$ cat src/rtl/core/dlr_ram.sv
// ----------------------------------------------------------------------------
// dlr_ram
// Generic simple dual-port RAM: one write port, one registered read port.
// ----------------------------------------------------------------------------
module dlr_ram #(
    parameter int WIDTH = 16,
    parameter int DEPTH = 64,
    parameter int AW    = (DEPTH > 1) ? $clog2(DEPTH) : 1
) (
    input  logic             i_clk,
    input  logic             i_we,
    input  logic [AW-1:0]    i_waddr,
    input  logic [WIDTH-1:0] i_wdata,
    input  logic             i_re,
    input  logic [AW-1:0]    i_raddr,
    output logic [WIDTH-1:0] o_rdata
);

    logic [WIDTH-1:0] r_mem [DEPTH];
    logic [WIDTH-1:0] r_rdata;

    always_ff @(posedge i_clk) begin
        if (i_we) begin
            r_mem[i_waddr] <= i_wdata;
        end
        if (i_re) begin
            r_rdata <= r_mem[i_raddr];
        end
    end

    assign o_rdata = r_rdata;

endmodule

$ cat config.mk
export PLATFORM = sky130hd
export DESIGN_NAME = dlr_ram
export DESIGN_NICKNAME = d
export VERILOG_FILES = /design/src/rtl/core/dlr_ram.sv
export SDC_FILE = /design/constraint.sdc
export NUM_CORES = 1
export LEC_CHECK = 0
export ABC_AREA = 1
export BUFFER_PORTS_ARGS = -buffer_cell sky130_fd_sc_hd__buf_2
export CAP_MARGIN = 40
export CELL_PAD_IN_SITES_DETAIL_PLACEMENT = 1
export CELL_PAD_IN_SITES_GLOBAL_PLACEMENT = 1
export CORE_AREA = 2 2 278 280
export CTS_CLUSTER_SIZE = 28
export DETAILED_ROUTE_END_ITERATION = 12
export DIE_AREA = 0 0 280 282
export GPL_ROUTABILITY_DRIVEN = 1
export HOLD_SLACK_MARGIN = 0.05
export PLACE_DENSITY_LB_ADDON = 0.1
export SYNTH_ARGS = -nofsm -noshare
export SYNTH_HDL_FRONTEND = slang
export SYNTH_SLANG_ARGS = --single-unit
$ cat constraint.sdc
create_clock -name i_clk -period 8.66 [get_ports i_clk]
set_input_delay 2.165 -clock i_clk [delete_from_list [all_inputs] [get_ports i_clk]]
set_output_delay 2.165 -clock i_clk [all_outputs]
set_load 0.02 [all_outputs]
==> results_dict.tcl <==
set metrics [dict create \
    required_ns 9.20 \
    routed_via_density 6.29 \
    cts_setup_buffers 0 \
    max_stage_delay_ns 0.78 \
    crit_fanout 189 \
    hold_depth 8 \
    cts-resized-gates 0 \
    p_leak_nw 16.8 \
    cap_violations 0 \
    final_core_util_pct 61.7 \
    ys_warn_count 0 \
    clockRootBuffer "clkbuf_16" \
    clkPwrFrac_pct 41.1 \
    p_seq_share_pct 52.3 \
    layout-drive-gt1-share_pct 8.76 \
    ys_seq_elements 1040 \
    cp_top_family "buffers and inverters" \
    endpoint_kind "flop" \
    synth_top_area_share_pct 73.9 \
    drc 0 \
    yosysMostFrequentCell "nand2_1" \
    synthTopCellsByArea "edfxtp_1, nand2_1, nand3_1" \
    die_h_um 282 \
    reg2reg_from "r_mem[3][7]$_DFFE_PP_" \
    cts.sinks 1040 \
    gp_congestion 0.819 \
    cts_tree "done" \
    htree_levels 3 \
    powerDensity_nw_per_um2 229 \
    design.core.area_um2 75700 \
    grt_usage_pct 33.9 \
    start_kind "primary input" \
    rsz0062_at_grt "false" \
    r2r_end "o_rdata[7]$_DFFE_PP_" \
    syn_nets 3548 \
    grt_max_degree 190 \
    critical_path_buf_inv_count 3 \
    grt_first_pass_wirelength_um 196000 \
    numCtsBuffers 107 \
    setup_viol 0 \
    wl_um 133000 \
    cp.arrival_ns 5.84 \
    drv_slew 0 \
    synthArstFlopShare_pct 0 \
    drtPass1Iterations 5 \
    postSynthCellCount 3517 \
    area_delta_synth_final_pct 10.5 \
    outcome "finished, final reports clean" \
    syn_area_um2 42300 \
    rows 101 \
    crit_chain "buf_8, buf_12, buf_4, nand2_1, nand3_1, nand3_1, nand2_1, nand2_1, nand3_1, nand3_1, nand2_1" \
    grt_pass1_vias 30400 \
    initial_utilization_pct 55.8 \
    die_area_um2 79000 \
    holdWs_ns 0.873 \
    r2r_cells 8 \
    ys_types 15 \
    max_freq_ghz 0.188 \
    ys_seq_area_share_pct 73.9 \
    antenna_found_initial 10 \
    io_buffers 46 \
    period_share_pct 61.3 \
    drt_iter0_drc 3468 \
    worst-slew-pin-transition_ns 1.29 \
    yosysTopAreaCell "edfxtp_1" \
    holdBufCountCts 0 \
    cts.clk_slew.worst_paths_ns 0.06 \
    vias 29200 \
    maxSlewHeadroom_pct 13.8 \
    dpl.hpwl_um 72900 \
    crit_type "primary input to flop" \
    synth_ff_type "edfxtp_1" \
    critPathSlowestCell "buf_4" \
    clk_path_buf_depth 3 \
    ff2ff_setup_slack_ns 6.67 \
    period_needed_ns 5.31 \
    ant_nets 0 \
    sw_frac_of_total_pct 23.5 \
    min_from "r_mem[40][4]$_DFFE_PP_" \
    clock_skew_ns 0.0201 \
    io_pins 47 \
    hold_violations 0 \
    wl_per_cell_um 28.7 \
    clk-insertion-delay-late_ns 0.68 \
    internal_power_mw 8.20 \
    hold_class "flop to flop" \
    synth_edf_count 1040 \
    vdd_drop_max_mv 0.181 \
    p_switching_mw 2.52 \
    pwr-share-comb_pct 6.5 \
    synthTopCellsByCount "nand2_1, edfxtp_1, nand3_1" \
    syn_area_per_cell_um2 12.0 \
    overflow 0 \
    finalNetCount 3593 \
    chipWidth_um 280 \
    worstHoldEndpoint "o_rdata[4]$_DFFE_PP_" \
    finalSetupTns_ns 0 \
]
==> cell families (layout without fill, tap and decap cells) <==
kind of cell,count (synthesis),count (layout),synth area share (%)
buf+inv,237,373,3.52
simple gates,2240,2240,22.6
other cells,0,5,0
flops,1040,1040,73.9
==> flip-flops by register name (all words and copies together), names as in the netlist <==
register	count
o_rdata	16
r_mem	1024
==> worst max-delay path by stage <==
| stage | from | end | slack, ns | cells after the start |
|---|---|---|---|---|
| after global placement | i_raddr[0] | o_rdata[2]$_DFFE_PP_ | 3.02 | 11 |
| after floorplan | i_we | r_mem[48][0]$_DFFE_PP_ | 3.94 | 3 |
| after global routing | i_raddr[0] | o_rdata[9]$_DFFE_PP_ | 3.34 | 11 |
| after CTS | i_raddr[0] | o_rdata[2]$_DFFE_PP_ | 3.70 | 11 |
| final | i_raddr[0] | o_rdata[2]$_DFFE_PP_ | 3.35 | 11 |
| after detailed placement | i_raddr[0] | o_rdata[2]$_DFFE_PP_ | 2.99 | 11 |
==> placed cells by master (no fill, tap or decap) <==
cell / netlist / final
inv_1: 9 / 8
clkinv_4: 0 / 1
nand3_1: 871 / 871
nor4_2: 0 / 8
edfxtp_1: 1040 / 1040
inv_8: 1 / 1
nor2_1: 56 / 56
buf_2: 113 / 43
buf_16: 0 / 5
buf_8: 1 / 2
clkinvlp_4: 0 / 6
buf_12: 0 / 4
inv_16: 0 / 1
diode_2: 0 / 5
inv_4: 0 / 1
clkinv_2: 0 / 19
nand2_1: 1296 / 1296
inv_6: 0 / 6
nand4_1: 9 / 9
clkbuf_1: 26 / 19
clkinv_1: 0 / 34
clkbuf_16: 0 / 108
clkinv_8: 0 / 1
bufinv_16: 0 / 6
buf_4: 19 / 107
inv_2: 2 / 1
==> cell type report <==
| class | instances | area, µm² |
|---|---|---|
| inverter | 12 | 71.3 |
| fill | 7528 | 29000 |
| multi-input combinational | 2240 | 9590 |
| clock buffer | 127 | 2770 |
| antenna | 5 | 12.5 |
| sequential | 1040 | 31200 |
| clock inverter | 73 | 526 |
| timing repair buffer | 161 | 1270 |
| tap | 978 | 1220 |
==> power by group through the flow <==
stage                     combinational, mW  sequential [mW]  clock (mW)
after CTS                             0.692             5.60        4.43
after detailed placement              0.684             5.71           0
after floorplan                       0.373             5.71           0
after global routing                  0.749             5.60        4.62
final                                 0.702             5.61        4.41
after global placement                0.651             5.71           0
==> per-layer routing <==
metal	up-vias	GRT usage (%)	wire [µm]
met3	286	5.78	11800
met4	6	13.6	5310
met2	1418	54.7	63000
met1	15000	46.1	52900
li1	12500	-	-
met5	-	0	47
==> stage by stage <==
step	instance area (µm²)	worst slack [ns]	total power [mW]	cells
final	46700	3.35	10.7	4636
after global routing	46700	3.34	11.0	4634
after CTS	46700	3.70	10.7	4631
after detailed placement	43400	2.99	6.39	4431
after global placement	43200	3.02	6.36	4423
after floorplan	42300	3.94	6.08	3517
==> tightest hold or removal path, stage by stage (launching register included) <==
cell and delay (ns):
edfxtp_1 0.32, nand2_1 0.05, nand3_1 0.06, nand3_1 0.06
nand2_1 0.06, nand2_1 0.04, nand3_1 0.06, nand3_1 0.06
nand2_1 0.06
No activity file was read; power rests on OpenSTA's default activity.
