<file path="src/rtl/core/dlr_pkg.sv">
// ----------------------------------------------------------------------------
// dlr_pkg
// Shared types and constants for the dense layer / ReLU core.
// ----------------------------------------------------------------------------
package dlr_pkg;

    // Q8.8 operand width and result width (result is unsigned Q7.8)
    localparam int VALUE_BITS = 16;
    localparam int ACT_BITS   = 15;
    localparam logic [ACT_BITS-1:0] ACT_MAX = '1;

    // register file
    localparam int IN_CNT_BITS  = 11;
    localparam int OUT_CNT_BITS = 7;
    localparam logic [IN_CNT_BITS-1:0]  INPUTS_RESET  = 11'd1024;
    localparam logic [OUT_CNT_BITS-1:0] OUTPUTS_RESET = 7'd64;
    localparam logic REG_INPUTS  = 1'b0;
    localparam logic REG_OUTPUTS = 1'b1;

    typedef enum logic [1:0] {
        CMD_WEIGHT = 2'd0,
        CMD_BIAS   = 2'd1,
        CMD_INPUT  = 2'd2,
        CMD_RUN    = 2'd3
    } t_cmd;

    // sequencer -> MAC control
    typedef struct packed {
        logic load_bias;   // bias RAM output valid this cycle
        logic rd_valid;    // input/weight RAM outputs valid this cycle
    } t_mac_ctl;

endpackage

</file>
<file path="src/rtl/core/dlr_mac.sv">
// ----------------------------------------------------------------------------
// dlr_mac
// Shared multiply-accumulate unit with ReLU, shift and saturation on output.
// ----------------------------------------------------------------------------
module dlr_mac #(
    parameter int ACC_W = 43
) (
    input  logic                                   i_clk,
    input  logic                                   i_rst_n,
    input  dlr_pkg::t_mac_ctl                      i_ctl,
    input  logic signed [dlr_pkg::VALUE_BITS-1:0]  i_bias,
    input  logic signed [dlr_pkg::VALUE_BITS-1:0]  i_data,
    input  logic signed [dlr_pkg::VALUE_BITS-1:0]  i_weight,
    output logic                                   o_busy,
    output logic [dlr_pkg::ACT_BITS-1:0]           o_activation
);

    localparam int VB = dlr_pkg::VALUE_BITS;
    localparam int PW = 2 * VB;
    localparam int FRAC = 8;

    logic signed [PW-1:0]    r_prod;
    logic                    r_prod_v;
    logic signed [ACC_W-1:0] r_acc;

    always_ff @(posedge i_clk) begin
        if (!i_rst_n) begin
            r_prod_v <= 1'b0;
        end else begin
            r_prod_v <= i_ctl.rd_valid;
        end
    end

    // product stage, then accumulate; bias load is Q8.8 -> Q16.16
    always_ff @(posedge i_clk) begin
        if (i_ctl.rd_valid) begin
            r_prod <= i_data * i_weight;
        end
        if (i_ctl.load_bias) begin
            r_acc <= {{(ACC_W-VB-FRAC){i_bias[VB-1]}}, i_bias, {FRAC{1'b0}}};
        end else if (r_prod_v) begin
            r_acc <= r_acc + ACC_W'(r_prod);
        end
    end

    assign o_busy = r_prod_v;

    always_comb begin
        if (r_acc[ACC_W-1]) begin
            o_activation = '0;
        end else if (|r_acc[ACC_W-2:FRAC+dlr_pkg::ACT_BITS]) begin
            o_activation = dlr_pkg::ACT_MAX;
        end else begin
            o_activation = r_acc[FRAC+dlr_pkg::ACT_BITS-1:FRAC];
        end
    end

endmodule

</file>
<file path="config.mk">
export PLATFORM = sky130hd
export DESIGN_NAME = dlr_mac
export DESIGN_NICKNAME = d
export VERILOG_FILES = /design/src/rtl/core/dlr_pkg.sv /design/src/rtl/core/dlr_mac.sv
export SDC_FILE = /design/constraint.sdc
export NUM_CORES = 1
export LEC_CHECK = 0
export BUFFER_PORTS_ARGS = -buffer_cell sky130_fd_sc_hd__buf_2
export CAP_MARGIN = 5
export CORE_MARGIN = 8
export CORE_UTILIZATION = 55
export DETAILED_ROUTE_END_ITERATION = 8
export PLACE_DENSITY = 0.75
export SYNTH_ARGS = -nofsm -noshare
export SYNTH_HDL_FRONTEND = slang
export SYNTH_SLANG_ARGS = --single-unit
</file>
<file path="constraint.sdc">
create_clock -name i_clk -period 16.77 [get_ports i_clk]
set_clock_uncertainty 0.05 [all_clocks]
set_input_delay 3.354 -clock i_clk [delete_from_list [all_inputs] [get_ports i_clk]]
set_output_delay 3.354 -clock i_clk [all_outputs]
set_load 0.01 [all_outputs]
</file>
==> results <==
- For this run, the register share of the synthesized area comes to 0.150.
- In this run the vertical extent of the chip is between 150 and 200 µm.
- After detailed routing, the number of vias per cell comes to about 5.5.
- In the global route stage, overall resource usage came out at 0.216.
- The maximum buffer depth of the clock tree is 2.
- During I/O placement, the number of pins put on the boundary was 68.
- Setup repair after global routing left no endpoint under its margin.
- The detail route stage leaves a number of antenna-violating nets equal to 0.
- The endpoint identified for the worst register-to-register timing path is r_acc[36].
- The hold-critical path depth is 2.
- Headroom to the max-slew limit came out at 0.174.
- The largest delay contributor family on the critical path is adder cells.
- The tool flagged a number of max-cap violations equal to 0.
- Counting I/O delays and the setup requirement, the final critical path takes a little over 9 ns.
- The setup check on the worst reg-to-reg path leaves a slack of about 14 ns.
- The slowest cell on the critical path is fa_1.
- Clock tree synthesis inserted a total of 9 buffers.
- The share of synthesized registers carrying an async set or reset is 0.
- Setup slack on the critical path of the routed design comes to ~7.7 ns.
- The number of buffers and inverters on the critical path is 6.
- The total overflow reported by the global router is 0.
- The effective utilization at floorplan is 0.560.
- The flow ran to the end, and the final reports show no timing, DRC or antenna violations.
- Synthesis inferred 76 register bits.
- For this run, the slowest stage of the critical path takes between 0.5 and 0.6 ns.
- The number of max-slew violations in the final report is 0.
- In this run, post-CTS repair resized a total of 0 instances.
- The required time reported for the critical path endpoint is 16.81 ns.
- The total of warnings raised by yosys is 0.
- Yosys attributes the largest share of cell area to fa_1, edfxtp_1, ha_1.
- The number of different library cells in the post-synthesis netlist is 66.
- The total number of clock tree sinks is 76.
- For the pin with the worst max-slew slack, the measured transition is around 1.2 ns.
- The synthesized netlist occupies a cell area of between 10,000 and 15,000 µm².
- fa_1 takes more of the synthesized area than any other cell.
- The worst-case hold path end point is r_acc[6].
- The class of the tightest hold or removal check is flop to flop.
- The kind of critical path is input pin to flop.
- STA classifies the critical path endpoint as a flop.
- In this run the mean area of a mapped cell was ~9.4 µm².
- The maximum number of pins on one net before global-route repair is 36.
- The count of endpoints failing hold in the final timing report is 0.
- After detailed routing, the average wire length per cell comes to 17.1 µm.
- The row count is between 50 and 60.
- The number of global-route vias before repair was ~11,000.
- The fraction of final layout cells sized beyond drive strength 1 is 0.0671.
- At the worst endpoint, the arrival time is around 9.1 ns.
- The most frequent cell on the critical path is fa_1.
- For this block, the routed nets add up to 32.8 mm of wire.
- Along the worst path, the maximum fanout reaches 16.
- The number of hold buffers added after CTS is 0.
- Relative to the synthesized area, the layout overhead comes to 5.87%.
- When the netlist entered floorplanning its net count stood at 1,992.
- The net count of the finished layout is slightly above 2,000.
- At the placement stage, the worst setup path has a slack of ~7.3 ns.
- The CTS tree is yes.
- Leaving out fill and tap cells, the most frequent cells in the layout are inv_1, fa_1, nand2_1, and2_1, ha_1.
- Setup violations remaining at the end of the flow were counted as 0.
- The last weighted congestion value of the routability-driven placer is 0.897.
- Summed over all nets, the half-perimeter wirelength after detailed placement is 27.2 mm.
- Adding up every negative setup slack in the final design gives 0 ns.
- The most common cell after layout, fill and taps aside is inv_1.
- The root buffer cell is clkbuf_16.
- Post-CTS timing repair inserted 0 buffers for setup.
- The first global-routing pass estimated ~56 mm of wire.
- The final antenna diode count is 0.
- The final period utilization is 0.541.
- The number of cells on the worst reg-to-reg path is 10.
- The most instantiated flip-flop cell in the synthesis netlist is edfxtp_1.
- The clock-pin slew reported for the worst setup and hold paths after clock tree synthesis is ~0.060 ns.
- The DRC violation count after routing is 0.
- The source of the worst register-to-register timing path is r_acc[17].
- The share of Yosys cell area claimed by the top area cell type is 0.360.
- The floorplan die width is 179 µm.
- Yosys mapped a number of flops with a built-in enable equal to 67.
- The area inside the core boundary is ~26,000 µm².
- Input and output buffers added on the ports amount to 67.
- The number of optimization iterations in the first detailed-route pass is 5.
- The die covers ~32,000 µm².
- The signal on the critical path passes through buf_2 > nand2_1 > fa_1 > inv_1 > fa_1 > inv_1 > fa_1 > inv_1 > fa_1 > fa_1 > inv_1 > fa_1 > inv_1 > ha_1 > a21oi_1 > o21ai_0 > nor2_1 > o31ai_1 > a311o_1 > a31oi_1 > nor2_1 > a311oi_1 > xnor2_1.
- STA classifies the critical path startpoint as an input pin.
- The via total after detailed routing is approximately 11,000.
- Derived from the worst setup path, the maximum achievable clock frequency is 0.110 GHz.
- The H-tree depth reported by CTS is 3.
- Synthesis produced 1,553 cells.
- The initial antenna violation count is 0.
- The source of the worst hold timing path is r_acc[6].
- The detailed router's first-iteration violation count is 703.
- The clock reaches the later pin of the worst-skew pair after about 0.34 ns.
## per-stage QoR
step / util / area [µm²] / instances / hold slack (ns)
2_1_floorplan: - / 14600 / 1553 / 0.395
3_3_place_gp: 0.581 / 15200 / 1898 / 0.405
3_5_place_dp: 0.581 / 15200 / 1898 / 0.416
4_1_cts: 0.593 / 15500 / 1914 / 0.423
5_1_grt: 0.593 / 15500 / 1915 / 0.439
6_report: 0.593 / 15500 / 1915 / 0.417
## worst reg2reg max path: stages (launching register included)
cell      delay, ns
edfxtp_1       0.43
ha_1           0.42
a21oi_1        0.24
o211ai_1       0.12
a41oi_1        0.33
nand3_2        0.24
a22o_1         0.34
a211oi_1       0.41
a21oi_1        0.15
xnor2_1        0.14
o21ai_0        0.08
## state kept, by name, summed over array words and instances (netlist names)
| register | cells |
|---|---|
| r_prod | 32 |
| o_busy | 1 |
| r_acc | 43 |
## logic make-up after synthesis
group,share of synthesized area
buf+inv,0.0917
xor+xnor,0.0431
fa+ha+maj,0.466
compound gates,0.109
flops,0.150
simple gates,0.139
mux,0.00137
## synth_stat cells, drive strengths merged (2+ instances only)
library cell and n:
a211oi 7, a21boi 4, a21o 26, a21oi 81, a221oi 2, a311o 3, a31oi 8, a41oi 3
and2 124, and3 9, and4 2, buf 4, clkbuf 53, dfxtp 9, edfxtp 67, fa 263
ha 124, inv 299, mux2i 2, nand2 167, nand2b 11, nand3 14, nand4 11, nor2 47
nor2b 7, nor3 6, nor4 7, o211ai 9, o21a 10, o21ai 68, o21bai 10, o31a 2
o31ai 3, or2 2, xnor2 47, xor2 25
## area by class of cell
class                           count  area [µm²]
Fill cell                        2284       10600
Multi-Input combinational cell   1120       11100
Timing Repair Buffer               68         343
Sequential cell                    76        2190
Clock inverter                      7        82.6
Clock buffer                        9         225
Tap cell                          335         419
Inverter                          300        1130
## how the worst max path moves through the flow
stage / to / depth (start not counted) / startpoint
after floorplan: r_prod[31] / 23 / i_weight[7]
after global placement: r_prod[31] / 23 / i_weight[7]
after detailed placement: r_prod[31] / 23 / i_weight[7]
after CTS: r_prod[31] / 23 / i_weight[7]
after global routing: r_prod[27] / 19 / i_weight[1]
final: r_prod[31] / 23 / i_weight[7]
## routing by layer
metal | vias to the layer above | wire (µm) | GRT usage
met5 | - | 0 | 0
met3 | 37 | 2090 | 0.0251
met4 | 0 | 415 | 0.0455
li1 | 4967 | - | -
met2 | 370 | 15100 | 0.358
met1 | 5203 | 15200 | 0.303
Power is left out: the tool's default activity adds up to more than one toggle a clock period on the data nets, which glitch-free logic cannot reach.
